## config.mk

```make
export PLATFORM = sky130hd
export DESIGN_NAME = tick_driven_task_scheduler_top_flat
export DESIGN_NICKNAME = d
export VERILOG_FILES = /design/src/hw/rtl/tdts_pkg.sv /design/src/hw/rtl/tdts_in_if.sv /design/src/hw/rtl/tdts_out_if.sv /design/src/hw/rtl/tdts_cfg_if.sv /design/src/hw/rtl/tick_driven_task_scheduler_top.sv /design/src/hw/rtl/tdts_ram.sv /design/src/hw/rtl/tdts_cmp.sv /design/src/flat_wrapper.sv
export SDC_FILE = /design/constraint.sdc
export NUM_CORES = 1
export LEC_CHECK = 0
export BUFFER_PORTS_ARGS = -buffer_cell sky130_fd_sc_hd__buf_4
export CORE_MARGIN = 1.5
export CORE_UTILIZATION = 50
export DETAILED_ROUTE_END_ITERATION = 8
export PLACE_DENSITY = 0.66
export SLEW_MARGIN = 25
export SYNTH_ARGS = -nofsm -noshare
export SYNTH_HDL_FRONTEND = slang
export SYNTH_SLANG_ARGS = --single-unit
```

## constraint.sdc

```tcl
create_clock -name clk -period 10.3 [get_ports clk]
set_input_delay 1.545 -clock clk [delete_from_list [all_inputs] [get_ports clk]]
set_output_delay 1.545 -clock clk [all_outputs]
set_load 0.01 [all_outputs]
```

## src/hw/rtl/tdts_pkg.sv

```systemverilog
// ----------------------------------------------------------------------------
// tdts_pkg
// Shared widths, command and mode codes, and the compare-unit control bundle.
// ----------------------------------------------------------------------------
package tdts_pkg;

    localparam int TASK_IDX_W = 3;
    localparam int VALUE_W    = 16;
    localparam int OUT_CNT_W  = 16;

    localparam logic CMD_TICK = 1'b0;
    localparam logic CMD_LOAD = 1'b1;

    localparam logic MODE_SJF  = 1'b0;
    localparam logic MODE_PRIO = 1'b1;

    typedef struct packed {
        logic mode;
        logic eligible;
        logic best_none;
    } cmp_ctrl_t;

endpackage

```

## src/hw/rtl/tdts_in_if.sv

```systemverilog
// ----------------------------------------------------------------------------
// tdts_in_if
// Request channel: tick or task-load items.
// ----------------------------------------------------------------------------
interface tdts_in_if;
    logic                              valid;
    logic                              ready;
    logic                              cmd;
    logic [tdts_pkg::TASK_IDX_W-1:0]   task_index;
    logic [tdts_pkg::VALUE_W-1:0]      priority_value;
    logic [tdts_pkg::VALUE_W-1:0]      refill_value;

    modport source (output valid, output cmd, output task_index,
                    output priority_value, output refill_value, input ready);
    modport sink   (input valid, input cmd, input task_index,
                    input priority_value, input refill_value, output ready);
endinterface

```

## src/hw/rtl/tdts_out_if.sv

```systemverilog
// ----------------------------------------------------------------------------
// tdts_out_if
// Response channel: one scheduling result per request.
// ----------------------------------------------------------------------------
interface tdts_out_if;
    logic                              valid;
    logic                              ready;
    logic                              switched;
    logic [tdts_pkg::TASK_IDX_W-1:0]   running_task;
    logic [tdts_pkg::OUT_CNT_W-1:0]    running_counter;
    logic                              stuck;

    modport source (output valid, output switched, output running_task,
                    output running_counter, output stuck, input ready);
    modport sink   (input valid, input switched, input running_task,
                    input running_counter, input stuck, output ready);
endinterface

```

## src/hw/rtl/tdts_cfg_if.sv

```systemverilog
// ----------------------------------------------------------------------------
// tdts_cfg_if
// Configuration write channel for the policy mode register.
// ----------------------------------------------------------------------------
interface tdts_cfg_if;
    logic valid;
    logic ready;
    logic data;

    modport source (output valid, output data, input ready);
    modport sink   (input valid, input data, output ready);
endinterface

```

## src/hw/rtl/tick_driven_task_scheduler_top.sv

```systemverilog
// ----------------------------------------------------------------------------
// tick_driven_task_scheduler_top
// Task table with time-slice counters; picks the next task on timer ticks.
// ----------------------------------------------------------------------------
// Usage:
//   req  : one item per transfer; cmd selects timer tick or task load.
//   rsp  : exactly one result per request, in order, held in an output
//          register until the receiver takes it.
//   cfg  : policy mode writes, always ready; write only while idle.
// Sequence (N = NUM_TASKS):
//   load, or a tick that leaves the running task in place: straight to the
//   result stage. A tick with a pick scans tasks 1 to N-1, with a refill
//   pass twice. A request is taken only once the last result is in the output register.
//   The scan reads one table entry per cycle through the counter and
//   parameter RAM read ports into a single compare unit; a refill pass
//   rewrites counters and re-evaluates in the same sweep.
// A new request is taken while an earlier result still waits; a finished
// result stays internal until the output register frees, so a stalled
// receiver stalls the scheduler only after one item.
// Reset: all tasks invalid, idle task running, priority mode, no result
// pending. Table RAMs need no clearing; valid bits mask stale entries.
// ----------------------------------------------------------------------------
module tick_driven_task_scheduler_top #(
    parameter int NUM_TASKS  = 8,
    parameter int COUNT_BITS = 16
) (
    input  logic        clk,
    input  logic        rst_n,
    tdts_in_if.sink     req,
    tdts_out_if.source  rsp,
    tdts_cfg_if.sink    cfg
);

    localparam int IW = $clog2(NUM_TASKS);
    localparam int VW = tdts_pkg::VALUE_W;
    localparam int PW = 2 * VW;
    localparam int KW = (COUNT_BITS > VW) ? COUNT_BITS : VW;

    localparam logic [IW-1:0] IDLE_TASK = '0;
    localparam logic [IW-1:0] FIRST_IDX = IW'(1);
    localparam logic [IW-1:0] LAST_IDX  = IW'(NUM_TASKS - 1);
    localparam logic [KW-1:0] CNT_MAX   = KW'({COUNT_BITS{1'b1}});

    localparam logic [1:0] S_IDLE = 2'd0;
    localparam logic [1:0] S_SCAN = 2'd1;
    localparam logic [1:0] S_DONE = 2'd2;

    // control state
    logic [1:0]            state_reg,     state_next;
    logic                  mode_reg,      mode_next;
    logic [NUM_TASKS-1:0]  valid_reg,     valid_next;
    logic [IW-1:0]         cur_reg,       cur_next;
    logic [COUNT_BITS-1:0] cur_cnt_reg,   cur_cnt_next;
    logic [IW-1:0]         prev_reg,      prev_next;
    logic [IW-1:0]         scan_idx_reg,  scan_idx_next;
    logic                  issue_reg,     issue_next;
    logic                  cmp_vld_reg,   cmp_vld_next;
    logic                  pass_reg,      pass_next;
    logic [IW-1:0]         best_reg,      best_next;
    logic                  sw_reg,        sw_next;
    logic                  stuck_reg,     stuck_next;
    logic                  out_valid_reg, out_valid_next;

    // payload
    logic [IW-1:0]         cmp_idx_reg,   cmp_idx_next;
    logic [KW-1:0]         best_key_reg,  best_key_next;
    logic [COUNT_BITS-1:0] best_cnt_reg,  best_cnt_next;
    logic                  out_sw_reg,    out_sw_next;
    logic [tdts_pkg::TASK_IDX_W-1:0] out_task_reg, out_task_next;
    logic [tdts_pkg::OUT_CNT_W-1:0]  out_cnt_reg,  out_cnt_next;
    logic                  out_stuck_reg, out_stuck_next;

    // RAM ports
    logic                  cnt_we;
    logic [IW-1:0]         cnt_waddr;
    logic [COUNT_BITS-1:0] cnt_wdata;
    logic                  par_we;
    logic [IW-1:0]         ld_addr;
    logic                  rd_en;
    logic [COUNT_BITS-1:0] cnt_q;
    logic [PW-1:0]         par_q;

    // compare stage
    logic                  entry_valid;
    logic [COUNT_BITS-1:0] cnt_rd;
    logic [VW-1:0]         fill_src;
    logic [KW-1:0]         fill_ext;
    logic [COUNT_BITS-1:0] fill_cnt;
    logic [COUNT_BITS-1:0] cand_cnt;
    tdts_pkg::cmp_ctrl_t   cmp_ctrl;
    logic                  take;
    logic [KW-1:0]         new_key;
    logic [IW-1:0]         win_idx;
    logic [COUNT_BITS-1:0] win_cnt;
    logic [COUNT_BITS-1:0] dec_cnt;
    logic                  accept;
    logic                  ld_in_range;

    assign req.ready = (state_reg == S_IDLE);
    assign cfg.ready = 1'b1;
    assign accept    = req.valid && req.ready;

    assign rsp.valid           = out_valid_reg;
    assign rsp.switched        = out_sw_reg;
    assign rsp.running_task    = out_task_reg;
    assign rsp.running_counter = out_cnt_reg;
    assign rsp.stuck           = out_stuck_reg;

    assign ld_addr     = IW'(req.task_index);
    assign ld_in_range = int'(req.task_index) < NUM_TASKS;
    assign dec_cnt     = (cur_cnt_reg == '0) ? '0 : cur_cnt_reg - COUNT_BITS'(1);

    tdts_ram #(
        .WIDTH (COUNT_BITS),
        .DEPTH (NUM_TASKS)
    ) u_cnt_ram (
        .clk     (clk),
        .wr_en   (cnt_we),
        .wr_addr (cnt_waddr),
        .wr_data (cnt_wdata),
        .rd_en   (rd_en),
        .rd_addr (scan_idx_reg),
        .rd_data (cnt_q)
    );

    // {priority, refill}
    tdts_ram #(
        .WIDTH (PW),
        .DEPTH (NUM_TASKS)
    ) u_par_ram (
        .clk     (clk),
        .wr_en   (par_we),
        .wr_addr (ld_addr),
        .wr_data ({req.priority_value, req.refill_value}),
        .rd_en   (rd_en),
        .rd_addr (scan_idx_reg),
        .rd_data (par_q)
    );

    assign entry_valid = valid_reg[cmp_idx_reg];
    assign cnt_rd      = entry_valid ? cnt_q : '0;
    assign fill_src    = (mode_reg == tdts_pkg::MODE_PRIO) ? par_q[PW-1:VW] : par_q[VW-1:0];
    assign fill_ext    = KW'(fill_src);
    assign fill_cnt    = (fill_ext > CNT_MAX) ? COUNT_BITS'(CNT_MAX) : COUNT_BITS'(fill_ext);
    // refill pass evaluates the freshly refilled counter
    assign cand_cnt    = pass_reg ? fill_cnt : cnt_rd;

    assign cmp_ctrl.mode      = mode_reg;
    assign cmp_ctrl.eligible  = entry_valid && (cand_cnt != '0);
    assign cmp_ctrl.best_none = (best_reg == IDLE_TASK);

    tdts_cmp #(
        .KW (KW)
    ) u_cmp (
        .ctrl      (cmp_ctrl),
        .cand_cnt  (KW'(cand_cnt)),
        .cand_prio (KW'(par_q[PW-1:VW])),
        .key       (best_key_reg),
        .take      (take),
        .new_key   (new_key)
    );

    assign win_idx = take ? cmp_idx_reg : best_reg;
    assign win_cnt = take ? cand_cnt : best_cnt_reg;

    always_comb
    begin
        state_next     = state_reg;
        mode_next      = mode_reg;
        valid_next     = valid_reg;
        cur_next       = cur_reg;
        cur_cnt_next   = cur_cnt_reg;
        prev_next      = prev_reg;
        scan_idx_next  = scan_idx_reg;
        issue_next     = issue_reg;
        cmp_vld_next   = 1'b0;
        pass_next      = pass_reg;
        best_next      = best_reg;
        sw_next        = sw_reg;
        stuck_next     = stuck_reg;
        out_valid_next = out_valid_reg;
        cmp_idx_next   = cmp_idx_reg;
        best_key_next  = best_key_reg;
        best_cnt_next  = best_cnt_reg;
        out_sw_next    = out_sw_reg;
        out_task_next  = out_task_reg;
        out_cnt_next   = out_cnt_reg;
        out_stuck_next = out_stuck_reg;
        cnt_we         = 1'b0;
        cnt_waddr      = cur_reg;
        cnt_wdata      = dec_cnt;
        par_we         = 1'b0;
        rd_en          = 1'b0;

        if (cfg.valid)
        begin
            mode_next = cfg.data;
        end

        if (out_valid_reg && rsp.ready)
        begin
            out_valid_next = 1'b0;
        end

        case (state_reg)
            S_IDLE:
            begin
                if (accept)
                begin
                    sw_next    = 1'b0;
                    stuck_next = 1'b0;
                    prev_next  = cur_reg;
                    if (req.cmd == tdts_pkg::CMD_LOAD)
                    begin
                        state_next = S_DONE;
                        if (ld_in_range)
                        begin
                            valid_next[ld_addr] = 1'b1;
                            par_we    = 1'b1;
                            cnt_we    = 1'b1;
                            cnt_waddr = ld_addr;
                            cnt_wdata = '0;
                            if (ld_addr == cur_reg)
                            begin
                                cur_cnt_next = '0;
                            end
                        end
                    end
                    else
                    begin
                        if (cur_reg != IDLE_TASK)
                        begin
                            cnt_we       = 1'b1;
                            cur_cnt_next = dec_cnt;
                        end
                        if (cur_reg == IDLE_TASK || dec_cnt == '0)
                        begin
                            state_next    = S_SCAN;
                            scan_idx_next = FIRST_IDX;
                            issue_next    = 1'b1;
                            pass_next     = 1'b0;
                            best_next     = IDLE_TASK;
                            best_key_next = '0;
                        end
                        else
                        begin
                            state_next = S_DONE;
                        end
                    end
                end
            end

            S_SCAN:
            begin
                if (issue_reg)
                begin
                    rd_en        = 1'b1;
                    cmp_vld_next = 1'b1;
                    cmp_idx_next = scan_idx_reg;
                    if (scan_idx_reg == LAST_IDX)
                    begin
                        issue_next = 1'b0;
                    end
                    else
                    begin
                        scan_idx_next = scan_idx_reg + IW'(1);
                    end
                end

                if (cmp_vld_reg)
                begin
                    if (pass_reg && entry_valid)
                    begin
                        cnt_we    = 1'b1;
                        cnt_waddr = cmp_idx_reg;
                        cnt_wdata = fill_cnt;
                    end
                    if (take)
                    begin
                        best_next     = cmp_idx_reg;
                        best_key_next = new_key;
                        best_cnt_next = cand_cnt;
                    end
                    if (cmp_idx_reg == LAST_IDX)
                    begin
                        if (win_idx != IDLE_TASK)
                        begin
                            cur_next     = win_idx;
                            cur_cnt_next = win_cnt;
                            sw_next      = (win_idx != prev_reg);
                            stuck_next   = 1'b0;
                            state_next   = S_DONE;
                        end
                        else if (!pass_reg)
                        begin
                            // nothing eligible: refill and scan again
                            pass_next     = 1'b1;
                            issue_next    = 1'b1;
                            scan_idx_next = FIRST_IDX;
                            best_key_next = '0;
                        end
                        else
                        begin
                            // idle task counter is never refilled, stays zero
                            cur_next     = IDLE_TASK;
                            cur_cnt_next = '0;
                            sw_next      = (prev_reg != IDLE_TASK);
                            stuck_next   = 1'b1;
                            state_next   = S_DONE;
                        end
                    end
                end
            end

            S_DONE:
            begin
                if (!out_valid_reg || rsp.ready)
                begin
                    out_valid_next = 1'b1;
                    out_sw_next    = sw_reg;
                    out_task_next  = tdts_pkg::TASK_IDX_W'(cur_reg);
                    out_cnt_next   = tdts_pkg::OUT_CNT_W'(cur_cnt_reg);
                    out_stuck_next = stuck_reg;
                    state_next     = S_IDLE;
                end
            end

            default:
            begin
                state_next = S_IDLE;
            end
        endcase
    end

    always_ff @(posedge clk or negedge rst_n)
    begin
        if (!rst_n)
        begin
            state_reg     <= S_IDLE;
            mode_reg      <= tdts_pkg::MODE_PRIO;
            valid_reg     <= '0;
            cur_reg       <= IDLE_TASK;
            cur_cnt_reg   <= '0;
            prev_reg      <= IDLE_TASK;
            scan_idx_reg  <= FIRST_IDX;
            issue_reg     <= 1'b0;
            cmp_vld_reg   <= 1'b0;
            pass_reg      <= 1'b0;
            best_reg      <= IDLE_TASK;
            sw_reg        <= 1'b0;
            stuck_reg     <= 1'b0;
            out_valid_reg <= 1'b0;
        end
        else
        begin
            state_reg     <= state_next;
            mode_reg      <= mode_next;
            valid_reg     <= valid_next;
            cur_reg       <= cur_next;
            cur_cnt_reg   <= cur_cnt_next;
            prev_reg      <= prev_next;
            scan_idx_reg  <= scan_idx_next;
            issue_reg     <= issue_next;
            cmp_vld_reg   <= cmp_vld_next;
            pass_reg      <= pass_next;
            best_reg      <= best_next;
            sw_reg        <= sw_next;
            stuck_reg     <= stuck_next;
            out_valid_reg <= out_valid_next;
        end
    end

    always_ff @(posedge clk)
    begin
        cmp_idx_reg   <= cmp_idx_next;
        best_key_reg  <= best_key_next;
        best_cnt_reg  <= best_cnt_next;
        out_sw_reg    <= out_sw_next;
        out_task_reg  <= out_task_next;
        out_cnt_reg   <= out_cnt_next;
        out_stuck_reg <= out_stuck_next;
    end

endmodule

```

## src/hw/rtl/tdts_ram.sv

```systemverilog
// ----------------------------------------------------------------------------
// tdts_ram
// Generic single-write, single-read RAM with registered read data.
// ----------------------------------------------------------------------------
module tdts_ram #(
    parameter int WIDTH = 16,
    parameter int DEPTH = 8
) (
    input  logic                     clk,
    input  logic                     wr_en,
    input  logic [$clog2(DEPTH)-1:0] wr_addr,
    input  logic [WIDTH-1:0]         wr_data,
    input  logic                     rd_en,
    input  logic [$clog2(DEPTH)-1:0] rd_addr,
    output logic [WIDTH-1:0]         rd_data
);

    logic [WIDTH-1:0] mem [DEPTH];

    always_ff @(posedge clk)
    begin
        if (wr_en)
        begin
            mem[wr_addr] <= wr_data;
        end
        if (rd_en)
        begin
            rd_data <= mem[rd_addr];
        end
    end

endmodule

```

## src/hw/rtl/tdts_cmp.sv

```systemverilog
// ----------------------------------------------------------------------------
// tdts_cmp
// Shared candidate-versus-best compare unit used by every scan step.
// ----------------------------------------------------------------------------
module tdts_cmp #(
    parameter int KW = 16
) (
    input  tdts_pkg::cmp_ctrl_t ctrl,
    input  logic [KW-1:0]       cand_cnt,
    input  logic [KW-1:0]       cand_prio,
    input  logic [KW-1:0]       key,
    output logic                take,
    output logic [KW-1:0]       new_key
);

    logic [KW-1:0] lhs;
    logic [KW-1:0] rhs;
    logic          lt;

    // priority: key < prio; SJF: cnt < key
    assign lhs     = (ctrl.mode == tdts_pkg::MODE_PRIO) ? key : cand_cnt;
    assign rhs     = (ctrl.mode == tdts_pkg::MODE_PRIO) ? cand_prio : key;
    assign lt      = lhs < rhs;
    assign new_key = (ctrl.mode == tdts_pkg::MODE_PRIO) ? cand_prio : cand_cnt;

    always_comb
    begin
        if (!ctrl.eligible)
        begin
            take = 1'b0;
        end
        else if (ctrl.mode == tdts_pkg::MODE_PRIO)
        begin
            take = lt;
        end
        else
        begin
            take = ctrl.best_none || lt;
        end
    end

endmodule

```

## src/flat_wrapper.sv

```systemverilog
// flat-port wrapper written by rule: the top's interface ports become plain ports
module tick_driven_task_scheduler_top_flat 
#(
    parameter int NUM_TASKS  = 8,
    parameter int COUNT_BITS = 16
)
  (clk, rst_n, req_valid, req_cmd, req_task_index, req_priority_value, req_refill_value, req_ready, rsp_valid, rsp_switched, rsp_running_task, rsp_running_counter, rsp_stuck, rsp_ready, cfg_valid, cfg_data, cfg_ready);
  tdts_in_if req_i ();
  tdts_out_if rsp_i ();
  tdts_cfg_if cfg_i ();
  input  logic clk;
  input  logic rst_n;
  input wire logic [$bits(req_i.valid)-1:0] req_valid;
  input wire logic [$bits(req_i.cmd)-1:0] req_cmd;
  input wire logic [$bits(req_i.task_index)-1:0] req_task_index;
  input wire logic [$bits(req_i.priority_value)-1:0] req_priority_value;
  input wire logic [$bits(req_i.refill_value)-1:0] req_refill_value;
  output wire logic [$bits(req_i.ready)-1:0] req_ready;
  output wire logic [$bits(rsp_i.valid)-1:0] rsp_valid;
  output wire logic [$bits(rsp_i.switched)-1:0] rsp_switched;
  output wire logic [$bits(rsp_i.running_task)-1:0] rsp_running_task;
  output wire logic [$bits(rsp_i.running_counter)-1:0] rsp_running_counter;
  output wire logic [$bits(rsp_i.stuck)-1:0] rsp_stuck;
  input wire logic [$bits(rsp_i.ready)-1:0] rsp_ready;
  input wire logic [$bits(cfg_i.valid)-1:0] cfg_valid;
  input wire logic [$bits(cfg_i.data)-1:0] cfg_data;
  output wire logic [$bits(cfg_i.ready)-1:0] cfg_ready;
  assign req_i.valid = req_valid;
  assign req_i.cmd = req_cmd;
  assign req_i.task_index = req_task_index;
  assign req_i.priority_value = req_priority_value;
  assign req_i.refill_value = req_refill_value;
  assign req_ready = req_i.ready;
  assign rsp_valid = rsp_i.valid;
  assign rsp_switched = rsp_i.switched;
  assign rsp_running_task = rsp_i.running_task;
  assign rsp_running_counter = rsp_i.running_counter;
  assign rsp_stuck = rsp_i.stuck;
  assign rsp_i.ready = rsp_ready;
  assign cfg_i.valid = cfg_valid;
  assign cfg_i.data = cfg_data;
  assign cfg_ready = cfg_i.ready;
  tick_driven_task_scheduler_top #(.NUM_TASKS(NUM_TASKS), .COUNT_BITS(COUNT_BITS)) u_core (.clk(clk), .rst_n(rst_n), .req(req_i), .rsp(rsp_i), .cfg(cfg_i));
endmodule
```

Yosys cells after proc, flatten, opt, wreduce, memory -nomap -nowiden
Memory sizes are Yosys's and may differ from the RTL's. A register that Yosys moved wholly into a read port is not among the register bits.
Index checks and enable logic that the tools add are counted.
{"block": "totals", "register_bits": 101, "latch_bits": 0, "mem_bits_rw": 384, "rom_bits": 0, "inputBits": 42, "elab_cells": 195, "n_memories": 2}
{"block": "classes", "n_addsub": 2, "mul": 0, "n_div": 0, "order_cmp": 5, "eq_ne": 16, "shifts": 0, "mux": 116, "n_bitwise": 1, "reduce_logical": 32}
{"name": "u_core.u_par_ram.mem", "words": 8, "width": 32, "read_ports": 1, "rd_clocked_by_memory_dff": 1, "wr": 1, "line": "tdts_ram.sv:18", "source": "logic [WIDTH-1:0] mem [DEPTH];"}
{"name": "u_core.u_cnt_ram.mem", "words": 8, "width": 16, "read_ports": 1, "rd_clocked_by_memory_dff": 1, "wr": 1, "line": "tdts_ram.sv:18"}
{"op": "16-bit 2-to-1 mux", "n": 29}
{"op": "16-bit one-hot mux with 2 select lines", "n": 3}
{"op": "3-bit 2-to-1 mux", "n": 20}
{"op": "1-bit 2-to-1 mux", "n": 45}
{"op": "16-bit zero test", "n": 2}
{"op": "3-bit one-hot mux with 2 select lines", "n": 3}
{"op": "16-bit greater-than comparator (second input constant)", "n": 1}
{"op": "16-bit less-than comparator", "n": 1}
{"op": "2-bit 2-to-1 mux", "n": 8}
{"op": "16-bit nonzero test", "n": 1}
{"op": "16-bit by 1-bit subtractor with 16-bit output (second input constant)", "n": 1}
{"op": "5-bit AND reduction", "n": 3}
{"op": "7-bit AND reduction", "n": 2}
{"op": "1-bit one-hot mux with 2 select lines", "n": 5}
{"op": "3-bit nonzero test", "n": 3}
{"op": "3-bit by 4-bit less-than comparator with 1-bit output (second input constant)", "n": 2}
{"op": "2-bit inequality test (second input constant)", "n": 4}
{"op": "8-bit bitwise OR", "n": 1}
{"op": "2-bit AND reduction", "n": 4}
{"op": "4-bit AND reduction", "n": 2}
{"op": "3-bit equality test (second input constant)", "n": 2}
{"op": "3-bit zero test", "n": 2}
{"op": "2-bit by 1-bit inequality test with 1-bit output (second input constant)", "n": 3}
{"op": "3-bit inequality test (second input constant)", "n": 2}
{"op": "16 further kinds", "n": 23}

Longest topological paths before layout
Gate-level depths: netlist of the first run.
{"block": "depth", "ltp_word": 15, "depth_mapped": 20}

By module
A second synthesis of the first run with hierarchy kept.
{"block": "unflattened", "cells_unflattened": 1336, "hier_area_um2": 22879.4}
{"module": "tdts_ram (u_core.u_par_ram)", "instances": 1, "cells_each": 415, "area_each_um2": 10786.6}
{"module": "tick_driven_task_scheduler_top", "instances": 1, "cells_each": 567, "area_each_um2": 5771.8}
{"module": "tdts_ram (u_core.u_cnt_ram)", "instances": 1, "cells_each": 214, "area_each_um2": 5454.0}
{"module": "tdts_cmp", "instances": 1, "cells_each": 140, "area_each_um2": 867.1}

Least setup slack after synthesis of the first run
No wires, ideal clock.
{"block": "synth_timing", "path_type": "in2reg", "start": "input req_valid", "end": "memory u_core.u_par_ram.mem[0][0] in the netlist's numbering (enable)", "setup_time_ns": 0.507, "arrival_ns": 5.283, "setup_slack_ns": 4.510, "cell_stages": 4, "cell_sequence": "mux2i_1 -> nor3_1 -> nand2_1 -> nor4_1"}
{"block": "synth_via", "elab_chain_len": 5}
{"element": "start, declared", "line": "flat_wrapper.sv:13", "source": "input wire logic [$bits(req_i.valid)-1:0] req_valid;"}
{"element": "1-bit logical AND", "line": "tick_driven_task_scheduler_top.sv:101", "source": "assign accept = req.valid && req.ready;"}
{"element": "1-bit 2-to-1 mux", "line": "tick_driven_task_scheduler_top.sv:208", "source": "if (accept)"}
{"element": "1-bit 2-to-1 mux", "line": "tick_driven_task_scheduler_top.sv:205", "source": "case (state_reg)"}
{"element": "1-bit 2-to-1 mux", "line": "tdts_ram.sv:22", "source": "if (wr_en)"}
{"element": "1-bit 2-to-1 mux (implied by the code)", "line": "tdts_ram.sv:24", "source": "mem[wr_addr] <= wr_data;"}
{"element": "end, declared", "line": "tdts_ram.sv:18"}
No other way between the ends.

Worst setup path in the final report of the first run
{"block": "layout_timing", "start": "register u_core.mode_reg", "end": "register u_core.cur_cnt_reg[9]"}
{"block": "layout_via", "elab_chain_len": 15, "word_cells_on_any_way": 21}
{"element": "start, declared", "line": "tick_driven_task_scheduler_top.sv:50", "source": "logic mode_reg, mode_next;"}
{"element": "start signal, assigned", "line": "tick_driven_task_scheduler_top.sv:340", "source": "mode_reg <= tdts_pkg::MODE_PRIO;"}
{"element": "start signal, assigned", "line": "tick_driven_task_scheduler_top.sv:357", "source": "mode_reg <= mode_next;"}
{"element": "16-bit 2-to-1 mux", "line": "tick_driven_task_scheduler_top.sv:142", "source": "assign fill_src = (mode_reg == tdts_pkg::MODE_PRIO) ? par_q[PW-1:VW] : par_q[VW-1:0];"}
{"element": "16-bit greater-than comparator", "line": "tick_driven_task_scheduler_top.sv:144", "source": "assign fill_cnt = (fill_ext > CNT_MAX) ? COUNT_BITS'(CNT_MAX) : COUNT_BITS'(fill_ext);"}
{"element": "16-bit 2-to-1 mux", "line": "tick_driven_task_scheduler_top.sv:144"}
{"element": "16-bit 2-to-1 mux", "line": "tick_driven_task_scheduler_top.sv:146", "source": "assign cand_cnt = pass_reg ? fill_cnt : cnt_rd;"}
{"element": "16-bit 2-to-1 mux", "line": "tdts_cmp.sv:21", "source": "assign lhs = (ctrl.mode == tdts_pkg::MODE_PRIO) ? key : cand_cnt;"}
{"element": "16-bit less-than comparator", "line": "tdts_cmp.sv:23", "source": "assign lt = lhs < rhs;"}
{"element": "1-bit logical OR", "line": "tdts_cmp.sv:38", "source": "take = ctrl.best_none || lt;"}
{"element": "1-bit 2-to-1 mux", "line": "tdts_cmp.sv:32", "source": "else if (ctrl.mode == tdts_pkg::MODE_PRIO)"}
{"element": "1-bit 2-to-1 mux", "line": "tdts_cmp.sv:28", "source": "if (!ctrl.eligible)"}
{"element": "3-bit 2-to-1 mux", "line": "tick_driven_task_scheduler_top.sv:163", "source": "assign win_idx = take ? cmp_idx_reg : best_reg;"}
{"element": "3-bit nonzero test", "line": "tick_driven_task_scheduler_top.sv:286", "source": "if (win_idx != IDLE_TASK)"}
{"element": "16-bit 2-to-1 mux", "line": "tick_driven_task_scheduler_top.sv:286"}
{"element": "16-bit 2-to-1 mux", "line": "tick_driven_task_scheduler_top.sv:284", "source": "if (cmp_idx_reg == LAST_IDX)"}
{"element": "16-bit 2-to-1 mux", "line": "tick_driven_task_scheduler_top.sv:270", "source": "if (cmp_vld_reg)"}
{"element": "16-bit one-hot mux with 2 select lines", "line": "tick_driven_task_scheduler_top.sv:205"}
{"element": "end signal, assigned", "line": "tick_driven_task_scheduler_top.sv:360", "source": "cur_cnt_reg <= cur_cnt_next;"}
{"element": "end, declared", "line": "tick_driven_task_scheduler_top.sv:53", "source": "logic [COUNT_BITS-1:0] cur_cnt_reg, cur_cnt_next;"}
Several ways; a longest one is shown, not always the timed one. The select of a mux whose other input is x is not followed.
A chain may end at the register's enable or synchronous reset.

==> results.json, run 1 <==
{
  "status": "completed",
  "fin_crit_ns": 5.583,
  "largest_register_ffs": 256,
  "synth.distinct_cells": 67,
  "synth_nets": 1385,
  "clockRootBuffer": "clkbuf_16",
  "ir_worst_vdd_v": 0.0001976,
  "worst_slew_pin_slew_ns": 1.058,
  "cp-end-kind": "flip-flop",
  "critical_path_peak_fanout": 87,
  "worstRegToRegCells": 14,
  "hold_path_depth": 0,
  "synth_edf_count": 488,
  "dpl_cell_area_sq_um": 23870,
  "io_pins": 66,
  "place_hpwl_mm": 30.16,
  "max_freq_mhz": 179.1,
  "setup_violations": 0,
  "hp-class": "reg -> reg",
  "largest_registers": "u_core.u_par_ram.mem (256), u_core.u_cnt_ram.mem (128), u_core.u_par_ram.rd_data (32)",
  "cts_resized": 0,
  "die_h_microns": 216.0,
  "ys_top_cells_by_area": "edfxtp_1 65%, mux4_2 9.5%, dfrtp_1 4.7%, mux2_2 3.5%, mux2i_1 2.5%",
  "yosysWarnings": 0,
  "htreeDepth": 2,
  "reg2reg_to": "u_core.cur_cnt_reg[9]",
  "setup_tns_ns": 0,
  "drive_gt1_share_pct": 27.40,
  "cts_hold_buf": 0,
  "mostFrequentLayoutCells": "488 x edfxtp_1, 96 x mux4_2, 88 x buf_4",
  "rsz0062_at_grt": "no",
  "slew_headroom_pct": 29.44,
  "fin_crit_sh_pct": 54.21,
  "avgSynthCellArea_sq_um": 17.11,
  "post_drt_wl_per_cell_microns": 24.39,
  "num_antenna_cells": 0,
  "clockBufferDepth": 3,
  "worstSetupStartpointType": "flip-flop",
  "cp.arrival_ns": 6.08,
  "grt.total_usage_pct": 21.47,
  "cts.sinks": 533,
  "num_vias": 12240,
  "critPathRequiredTime_ns": 10.79,
  "r2r-start": "u_core.mode_reg",
  "antenna_found_initial": 1,
  "firstDrtPassIters": 6,
  "syn_inst": 1326,
  "clk_pin_slew_ns": 0.06,
  "ys.flop_type": "edfxtp_1",
  "p_leak_uw": 0.008671,
  "gp_congestion": 0.8950,
  "hold_start": "u_core.sw_reg",
  "skew_ns": 0.01943,
  "cap_violations": 0,
  "slew_viol_final": 0,
  "avgViaCountPerCell": 6.028,
  "clkLatencyLatePin_ns": 0.61,
  "total_power_uw": 8186,
  "drt_wl_total_mm": 49.52,
  "powerDensity_nw_per_um2": 319.7,
  "regMostFlops": "u_core.u_par_ram.mem",
  "initial_core_util_pct": 50.98,
  "hold_violations": 0,
  "syn-cell-area_sq_um": 22690,
  "drt-initial-drc-count": 1372,
  "placeableCoreArea_sq_um": 44510,
  "synth_top_cell_area_share_pct": 64.59,
  "hold_end": "u_core.rsp.switched",
  "cts-buffers-inserted": 53,
  "final_area_sq_um": 25610,
  "layout_commonest_cell": "edfxtp_1",
  "reg2reg_slack_ns": 4.72,
  "die_x_microns": 216.0,
  "ant_nets": 0,
  "drc": 0,
  "die-area_sq_um": 46660,
  "final_util_pct": 57.53,
  "cts_setup_buffers": 0,
  "rows": 77,
  "grt_max_degree": 88,
  "path_class": "reg -> reg",
  "gr-total-overflow": 0,
  "synth_top_cell_by_area": "edfxtp_1",
  "nNetsFinal": 1456,
  "grt_pass1_vias": 12100,
  "crit_start": "u_core.mode_reg",
  "io_buffers": 64,
  "grt_pass1_wl_mm": 74.89,
  "yosysSeqAreaShare_pct": 69.56,
  "ys_seq_elements": 533,
  "syn2layout_area_growth_pct": 12.87,
  "cts_tree": "yes",
  "synthArstFlopShare_pct": 8.443
}
-- logic make-up (layout without fill, tap and decap cells) --
logic type | after synthesis | count (layout) | share of synthesized area [%]
DFF | 533 | 533 | 69.56
and+or+nand+nor | 262 | 262 | 5.989
muxes | 234 | 234 | 16.25
AOI/OAI and AO/OA | 168 | 168 | 4.930
buffers and inverters | 101 | 213 | 1.930
adders and majority gates | 17 | 17 | 0.9374
xor gates and xnor gates | 10 | 10 | 0.3860
other | 1 | 1 | 0.01653
-- synth_stat cells, types with 13 or more instances --
master	instances
nand3_1	24
ha_1	17
mux2_2	71
nor4_1	17
nand2b_1	13
o22ai_1	19
nand2_1	34
inv_1	29
edfxtp_1	488
mux2i_1	56
mux4_2	96
nor2b_1	15
clkbuf_1	40
buf_1	17
or2_2	13
nor2_1	67
o21ai_0	25
dfrtp_1	43
a21oi_1	54
nor3_1	40
-- metal layers --
metal	track usage [%]	vias to the layer above	share of wire [%]
li1	-	5465	-
met1	30.22	6262	43
met2	34.31	424	48
met3	4.313	84	7.1
met4	6.111	2	2.2
met5	0	-	0.026
-- per-stage QoR --
step / setup WS [ns] / hold slack, ns / std cells
3_3_place_gp: 5.042 / 0.4512 / 1934
4_1_cts: 4.931 / 0.4669 / 2030
5_1_grt: 4.609 / 0.4789 / 2030
6_report: 4.717 / 0.4691 / 2030
3_5_place_dp: 4.972 / 0.4483 / 1934
2_1_floorplan: 4.510 / 0.4186 / 1326
-- critical path, cell delays in order, from the launching register on --
cell       delay, ns
dfstp_4         1.21
mux2_2          0.42
nand2_1         0.16
o21ai_0         0.21
nor2_1          0.28
a21oi_1         0.08
ha_1            0.32
o21a_1          0.17
o21a_1          0.20
o21ai_0         0.33
a2111oi_4       0.12
or4_1           0.76
o21a_1          0.53
a32o_1          0.39
mux2_2          0.27
-- where the power goes --
group | total (uW) | internal [uW] | switching, uW
clock network | 1920 | 1110 | 812
registers | 3380 | 3000 | 380
logic | 2890 | 1200 | 1690
-- cell type report --
type | count | area (sq um)
multi-input combinational | 692 | 6579
inverter | 29 | 108.9
fill | 3390 | 18900
sequential | 533 | 15800
tap | 592 | 740.7
clock inverter | 34 | 354.1
clock buffer | 62 | 1370
timing repair buffer | 88 | 660.6
-- worst max-delay path by stage --
stage                                  to  cells past startpoint
3_3_place_gp       u_core.cur_cnt_reg[15]                     14
2_1_floorplan  u_core.u_par_ram.mem[0][0]                      4
5_1_grt             u_core.cur_cnt_reg[9]                     14
6_report            u_core.cur_cnt_reg[9]                     14
4_1_cts             u_core.cur_cnt_reg[9]                     15
3_5_place_dp       u_core.cur_cnt_reg[15]                     15
Note: power is estimated with default switching activity, not from simulation.
==> inputs of run 2 (changes only) <==
--- a/config.mk
+++ b/config.mk
@@ -5,11 +5,12 @@
 export SDC_FILE = /design/constraint.sdc
 export NUM_CORES = 1
 export LEC_CHECK = 0
+export ABC_AREA = 1
 export BUFFER_PORTS_ARGS = -buffer_cell sky130_fd_sc_hd__buf_4
 export CORE_MARGIN = 1.5
 export CORE_UTILIZATION = 50
 export DETAILED_ROUTE_END_ITERATION = 8
-export PLACE_DENSITY = 0.66
+export PLACE_DENSITY = 0.69
 export SLEW_MARGIN = 25
 export SYNTH_ARGS = -nofsm -noshare
 export SYNTH_HDL_FRONTEND = slang
==> constraint.sdc (replaced) <==
create_clock -name clk -period 4.7 [get_ports clk]
set_input_delay 0.705 -clock clk [delete_from_list [all_inputs] [get_ports clk]]
set_output_delay 0.705 -clock clk [all_outputs]
set_load 0.01 [all_outputs]
==> results.json, run 2 <==
{
  "die-area_sq_um": 46630,
  "gr-total-overflow": 0,
  "fin_crit_sh_pct": 90.73,
  "cp.arrival_ns": 4.61,
  "setup_tns_ns": 0,
  "yosysWarnings": 0,
  "grt_max_degree": 107,
  "cts_setup_buffers": 0,
  "slowest_stage": "edfxtp_1",
  "ys_seq_elements": 533,
  "synth_edf_count": 488,
  "drt_wl_total_mm": 55.34,
  "largest_registers": "u_core.u_par_ram.mem (256), u_core.u_cnt_ram.mem (128), u_core.u_par_ram.rd_data (32)",
  "slew_headroom_pct": 38.35,
  "critPathRequiredTime_ns": 5.05,
  "synthAdderAreaFrac_pct": 0.9382,
  "place_hpwl_mm": 34.18,
  "gp_congestion": 0.9392,
  "cp-end-kind": "flip-flop",
  "synth.area.mux_share_pct": 0,
  "total_power_uw": 17100,
  "ir_worst_vdd_v": 0.0003751,
  "clockBufferDepth": 3,
  "largest_register_ffs": 256,
  "syn-cell-area_sq_um": 22670,
  "path_buf_inv": 5,
  "syn2layout_area_growth_pct": 13.51,
  "mostFrequentLayoutCells": "488 x edfxtp_1, 404 x nor2_1, 260 x o21ai_0",
  "final_area_sq_um": 25730,
  "final_util_pct": 57.81,
  "clk_pin_slew_ns": 0.06,
  "post_drt_wl_per_cell_microns": 20.55,
  "grt_pass1_vias": 14870,
  "path_delay_family": "simple AND/OR/NAND/NOR gates",
  "firstDrtPassIters": 5,
  "synth_simple_gate_area_share_pct": 12.99,
  "grt.total_usage_pct": 23.83,
  "initial_core_util_pct": 50.93,
  "synthArstFlopShare_pct": 8.443,
  "ys_top_cells_by_area": "edfxtp_1 65%, nor2_1 6.9%, o21ai_0 5.7%, dfrtp_1 4.7%, nand2_1 3.4%",
  "synth_most_common_cell": "edfxtp_1",
  "grt_pass1_wl_mm": 84.68,
  "antenna_found_initial": 0,
  "io_buffers": 64,
  "htreeDepth": 2,
  "synth_top_cell_by_area": "edfxtp_1",
  "syn_inst": 1994,
  "worstSetupStartpointType": "flip-flop",
  "synth.distinct_cells": 51,
  "critical_path_peak_fanout": 14,
  "max_freq_mhz": 234.5,
  "drive_gt1_share_pct": 12.09,
  "dpl_cell_area_sq_um": 23930,
  "num_antenna_cells": 0,
  "crit_top_cell": "nand2_1",
  "yosysSeqAreaShare_pct": 69.62,
  "slew_viol_final": 0,
  "status": "completed",
  "clkLatencyLatePin_ns": 0.62,
  "avgSynthCellArea_sq_um": 11.37,
  "rsz0062_at_grt": "no",
  "cts.sinks": 533,
  "skew_ns": 0.03628,
  "ys.flop_type": "edfxtp_1",
  "synth_nets": 2053,
  "fin_crit_ns": 4.264,
  "ys_top_cells_by_count": "488 x edfxtp_1, 414 x nor2_1, 260 x o21ai_0",
  "setup_violations": 0,
  "avgViaCountPerCell": 5.653,
  "powerDensity_nw_per_um2": 664.5,
  "synth-xor-area-share_pct": 0.3863,
  "synth_top_family_by_area": "simple AND/OR/NAND/NOR gates",
  "drt-initial-drc-count": 1458,
  "synth-compound-area-share_pct": 12.00,
  "path_class": "reg -> reg",
  "hp-class": "in -> async",
  "cts_hold_buf": 0,
  "hold_violations": 0,
  "die_x_microns": 215.9,
  "cap_violations": 0,
  "switching_share_pct": 37.75,
  "drc": 0,
  "ant_nets": 0,
  "pwr-share-clk_pct": 25.1,
  "layout_commonest_cell": "edfxtp_1",
  "cts-buffers-inserted": 53,
  "holdWs_ns": 0.1139,
  "critPathMaxStageDelay_ns": 0.50,
  "nNetsFinal": 2116,
  "num_vias": 15220,
  "p_leak_uw": 0.009284,
  "p_seq_share_pct": 39.6,
  "clockRootBuffer": "clkbuf_16",
  "cts_resized": 0,
  "io_pins": 66,
  "rows": 77,
  "synth_top_cell_area_share_pct": 64.64,
  "regMostFlops": "u_core.u_par_ram.mem",
  "p_switching_uw": 6455,
  "die_h_microns": 215.9,
  "share_comb_of_total_power_pct": 35.3,
  "placeableCoreArea_sq_um": 44510,
  "worst_slew_pin_slew_ns": 0.9247,
  "p_int_uw": 10640,
  "cts_tree": "yes"
}
[run 2: cell count changes in the layout (fill, tap and decap cells not counted), sizes merged, moves of 22 or more]
cell | previous run | this run
buf | 88 | 110
nor2 | 67 | 426
nor3 | 40 | 9
inv | 34 | 134
o22ai | 19 | 79
mux4 | 96 | 0
o21ai | 26 | 275
mux2 | 82 | 0
a31oi | 10 | 53
nand2 | 34 | 215
nand3 | 24 | 46
mux2i | 56 | 0
[run 2: per-stage QoR]
step                setup slack [ns]  std cells
floorplan                     0.7856       1994
global placement              0.4259       2594
detailed placement            0.2562       2594
CTS                           0.2130       2693
global route                 0.04408       2693
finish                        0.4356       2693
[run 2: worst paths after layout]
kind	from	end	slack [ns]	depth (start not counted)
worst max register to register	u_core.cmp_idx_reg[0]	u_core.best_key_reg[15]	0.44	29
worst max-delay path	u_core.cmp_idx_reg[0]	u_core.best_key_reg[15]	0.44	29
worst min-delay path	rst_n	u_core.rsp.valid	0.11	1
worst min register to register	u_core.stuck_reg	u_core.rsp.stuck	0.46	0
min in group clk	rsp_ready	u_core.rsp.valid	0.28	2
max in group asynchronous	rst_n	u_core.cur_cnt_reg[9]	4.11	1
[run 2: worst reg2reg max path, delay by kind of cell, from the launching register on]
family | cells | cell delay, ns
adders and majority gates | 1 | 0.27
DFF | 1 | 0.50
and+or+nand+nor | 18 | 1.97
AOI/OAI and AO/OA | 5 | 0.69
buffers and inverters | 5 | 0.56
[run 2: final cells by class]
| type | count | area (sq um) |
|---|---|---|
| fill | 3632 | 18780 |
| sequential | 533 | 15790 |
| multi-input combinational | 1227 | 6063 |
| clock buffer | 64 | 1368 |
| timing repair buffer | 110 | 863.3 |
| tap | 592 | 740.7 |
| inverter | 132 | 498.0 |
| clock inverter | 35 | 411.6 |
[run 2: cell families (layout without fill, tap and decap cells)]
family / Yosys count / after routing
simple gates: 716 / 716
xor+xnor: 10 / 10
compound gates: 483 / 483
flops: 533 / 533
other cells: 1 / 1
buf+inv: 234 / 341
fa+ha+maj: 17 / 17
[run 2: metal layers]
metal	routed length, microns	GRT usage [%]	vias up	share of wire (%)
met2	26130	38.42	567	47
met3	4354	4.426	114	7.9
li1	-	-	7195	-
met1	22870	32.13	7347	41
met5	0	0	-	0
met4	1982	9.514	0	3.6
[run 2: power groups by stage]
stage / sequential, uW / clock (uW) / combinational (uW)
floorplan: 6680 / 0 / 4110
global placement: 6860 / 0 / 5810
detailed placement: 6860 / 0 / 5920
CTS: 6770 / 4350 / 5950
global route: 6820 / 4530 / 6660
finish: 6780 / 4290 / 6040
==> inputs of run 3 (changes only) <==
--- a/config.mk
+++ b/config.mk
@@ -6,11 +6,11 @@
 export NUM_CORES = 1
 export LEC_CHECK = 0
 export ABC_AREA = 1
-export BUFFER_PORTS_ARGS = -buffer_cell sky130_fd_sc_hd__buf_4
+export BUFFER_PORTS_ARGS = -buffer_cell sky130_fd_sc_hd__buf_2
 export CORE_MARGIN = 1.5
 export CORE_UTILIZATION = 50
 export DETAILED_ROUTE_END_ITERATION = 8
-export PLACE_DENSITY = 0.69
+export PLACE_DENSITY = 0.66
 export SLEW_MARGIN = 25
 export SYNTH_ARGS = -nofsm -noshare
 export SYNTH_HDL_FRONTEND = slang
==> constraint.sdc (replaced) <==
create_clock -name clk -period 4.2 [get_ports clk]
set_input_delay 0.63 -clock clk [delete_from_list [all_inputs] [get_ports clk]]
set_output_delay 0.63 -clock clk [all_outputs]
set_load 0.01 [all_outputs]
==> results.json, run 3 (synthesis results as in run 2) <==
{
  "status": "completed",
  "drc": 0,
  "grt_pass1_wl_mm": 86.48,
  "dp_cells": 2621,
  "cts.sinks": 533,
  "clockRootBuffer": "clkbuf_16",
  "p_int_uw": 12210,
  "cts_hold_buf": 0,
  "p_leak_uw": 0.009440,
  "firstDrtPassIters": 5,
  "gr-total-overflow": 0,
  "grt_max_degree": 173,
  "ant_nets": 0,
  "clkLatencyLatePin_ns": 0.61,
  "max_freq_mhz": 251.3,
  "cp.arrival_ns": 4.35,
  "worst_slew_pin_slew_ns": 1.040,
  "grt.total_usage_pct": 24.41,
  "slew_viol_final": 0,
  "die_h_microns": 215.9,
  "cts_tree": "yes",
  "final_util_pct": 58.22,
  "ff_latch_area_sq_um": 15790,
  "hp-class": "in -> async",
  "ir_worst_vdd_v": 0.0004720,
  "io_pins": 66,
  "critPathRequiredTime_ns": 4.57,
  "rsz0062_at_grt": "yes",
  "hold_violations": 0,
  "htreeDepth": 2,
  "drt-initial-drc-count": 1574,
  "rows": 77,
  "clk_pin_slew_ns": 0.06,
  "initial_core_util_pct": 50.93,
  "post_drt_wl_per_cell_microns": 20.81,
  "drive_gt1_share_pct": 13.88,
  "cap_violations": 0,
  "num_vias": 15490,
  "grt_pass1_vias": 14770,
  "multi_input_area_sq_um": 6080,
  "drt_wl_total_mm": 56.74,
  "largest_registers": "u_core.u_par_ram.mem (256), u_core.u_cnt_ram.mem (128), u_core.u_par_ram.rd_data (32)",
  "nFillCells": 3717,
  "fin_crit_sh_pct": 94.74,
  "powerDensity_nw_per_um2": 753.8,
  "r2r-start": "u_core.cmp_idx_reg[0]",
  "antenna_found_initial": 2,
  "die-area_sq_um": 46630,
  "finalNonFillerCells": 2726,
  "cts-buffers-inserted": 53,
  "mostFrequentLayoutCells": "488 x edfxtp_1, 402 x nor2_1, 259 x o21ai_0",
  "io_buffers": 64,
  "p_switching_uw": 7324,
  "die_x_microns": 215.9,
  "slowest_stage": "edfxtp_1",
  "fin_crit_ns": 3.979,
  "nNetsFinal": 2149,
  "place_hpwl_mm": 35.60,
  "skew_ns": 0.02142,
  "crit_top_cell": "nand2_1",
  "switching_share_pct": 37.49,
  "cp-end-kind": "flip-flop",
  "slew_headroom_pct": 30.41,
  "critPathMaxStageDelay_ns": 0.45,
  "largest_register_ffs": 256,
  "pwr-share-clk_pct": 24.9,
  "path_class": "reg -> reg",
  "critical_path_peak_fanout": 14,
  "placeableCoreArea_sq_um": 44510,
  "crit_start": "u_core.cmp_idx_reg[0]",
  "regMostFlops": "u_core.u_par_ram.mem",
  "p_seq_share_pct": 38.6,
  "avgViaCountPerCell": 5.681,
  "setup_violations": 0,
  "clockBufferDepth": 3,
  "share_comb_of_total_power_pct": 36.6,
  "gp_congestion": 0.9345,
  "layout_commonest_cell": "edfxtp_1",
  "worstSetupStartpointType": "flip-flop",
  "syn2layout_area_growth_pct": 14.31
}
[run 3: cell types whose count changed in the layout (fill, tap and decap cells not counted), sizes merged]
| cell | delta |
|---|---|
| clkbuf | +6 |
| clkinvlp | +1 |
| diode | +1 |
| clkinv | -5 |
| buf | +33 |
| inv | -3 |
[run 3: timing repair]
item | 4_1_cts | 5_1_grt
gates resized for setup | 1 | 17
endpoints found under the setup margin | 2 | 55
buffers inserted | 0 | 6
pin swaps | 0 | 6
[run 3: path summary, 6_finish.rpt]
| check | endpoint | slack, ns | cells past startpoint |
|---|---|---|---|
| min reg2reg | u_core.valid_reg[7] | 0.46 | 2 |
| max | u_core.best_key_reg[15] | 0.22 | 29 |
| min | u_core.rsp.valid | 0.05 | 1 |
| max in group asynchronous | u_core.scan_idx_reg[1] | 3.69 | 1 |
| max reg2reg | u_core.best_key_reg[15] | 0.22 | 29 |
| min in group clk | u_core.rsp.valid | 0.23 | 2 |
[run 3: cell type report]
class / instances / share of cell area (%)
antenna: 1 / 0.009657
clock buffer: 70 / 5.601
clock inverter: 28 / 1.323
inverter: 132 / 1.955
multi-input combinational: 1227 / 23.46
sequential: 533 / 60.92
tap: 592 / 2.858
timing repair buffer: 143 / 3.868
[run 3: per-stage QoR]
step	hold WS [ns]	total power [uW]	setup TNS [ns]	setup WS, ns	cell area (sq um)
3_3_place_gp	0.4481	14460	0	0.1437	24000
3_5_place_dp	0.4451	14590	-0.02574	-0.01292	24000
5_1_grt	0.09103	20600	-1.438	-0.09304	25910
4_1_cts	0.04350	19440	0	0.07122	25800
2_1_floorplan	0.3344	12070	0	0.2856	22670
6_report	0.05429	19530	0	0.2210	25910
[run 3: power groups by stage]
| stage | Combinational [uW] | Sequential, uW | Clock [uW] |
|---|---|---|---|
| final | 7140 | 7530 | 4860 |
| after global routing | 7870 | 7590 | 5130 |
| after CTS | 6980 | 7530 | 4930 |
| after detailed placement | 6960 | 7630 | 0 |
| after global placement | 6840 | 7630 | 0 |
| after floorplan | 4600 | 7470 | 0 |
[run 3: worst max-delay path, delay by kind of cell (launching register included)]
kind / cells / cell delay [ns]
AND/OR/NAND/NOR: 18 / 1.71
AO/OA/AOI/OAI: 5 / 0.78
buffers and inverters: 5 / 0.56
adder cells (fa/ha/maj): 1 / 0.22
flip-flops: 1 / 0.45
[run 3: per-layer routing]
metal	wire length, microns	track usage (%)	share of wire [%]
met3	3793	3.580	6.7
met1	24380	33.77	43
met5	23	0	0.041
met4	1897	9.421	3.3
met2	26650	39.28	47
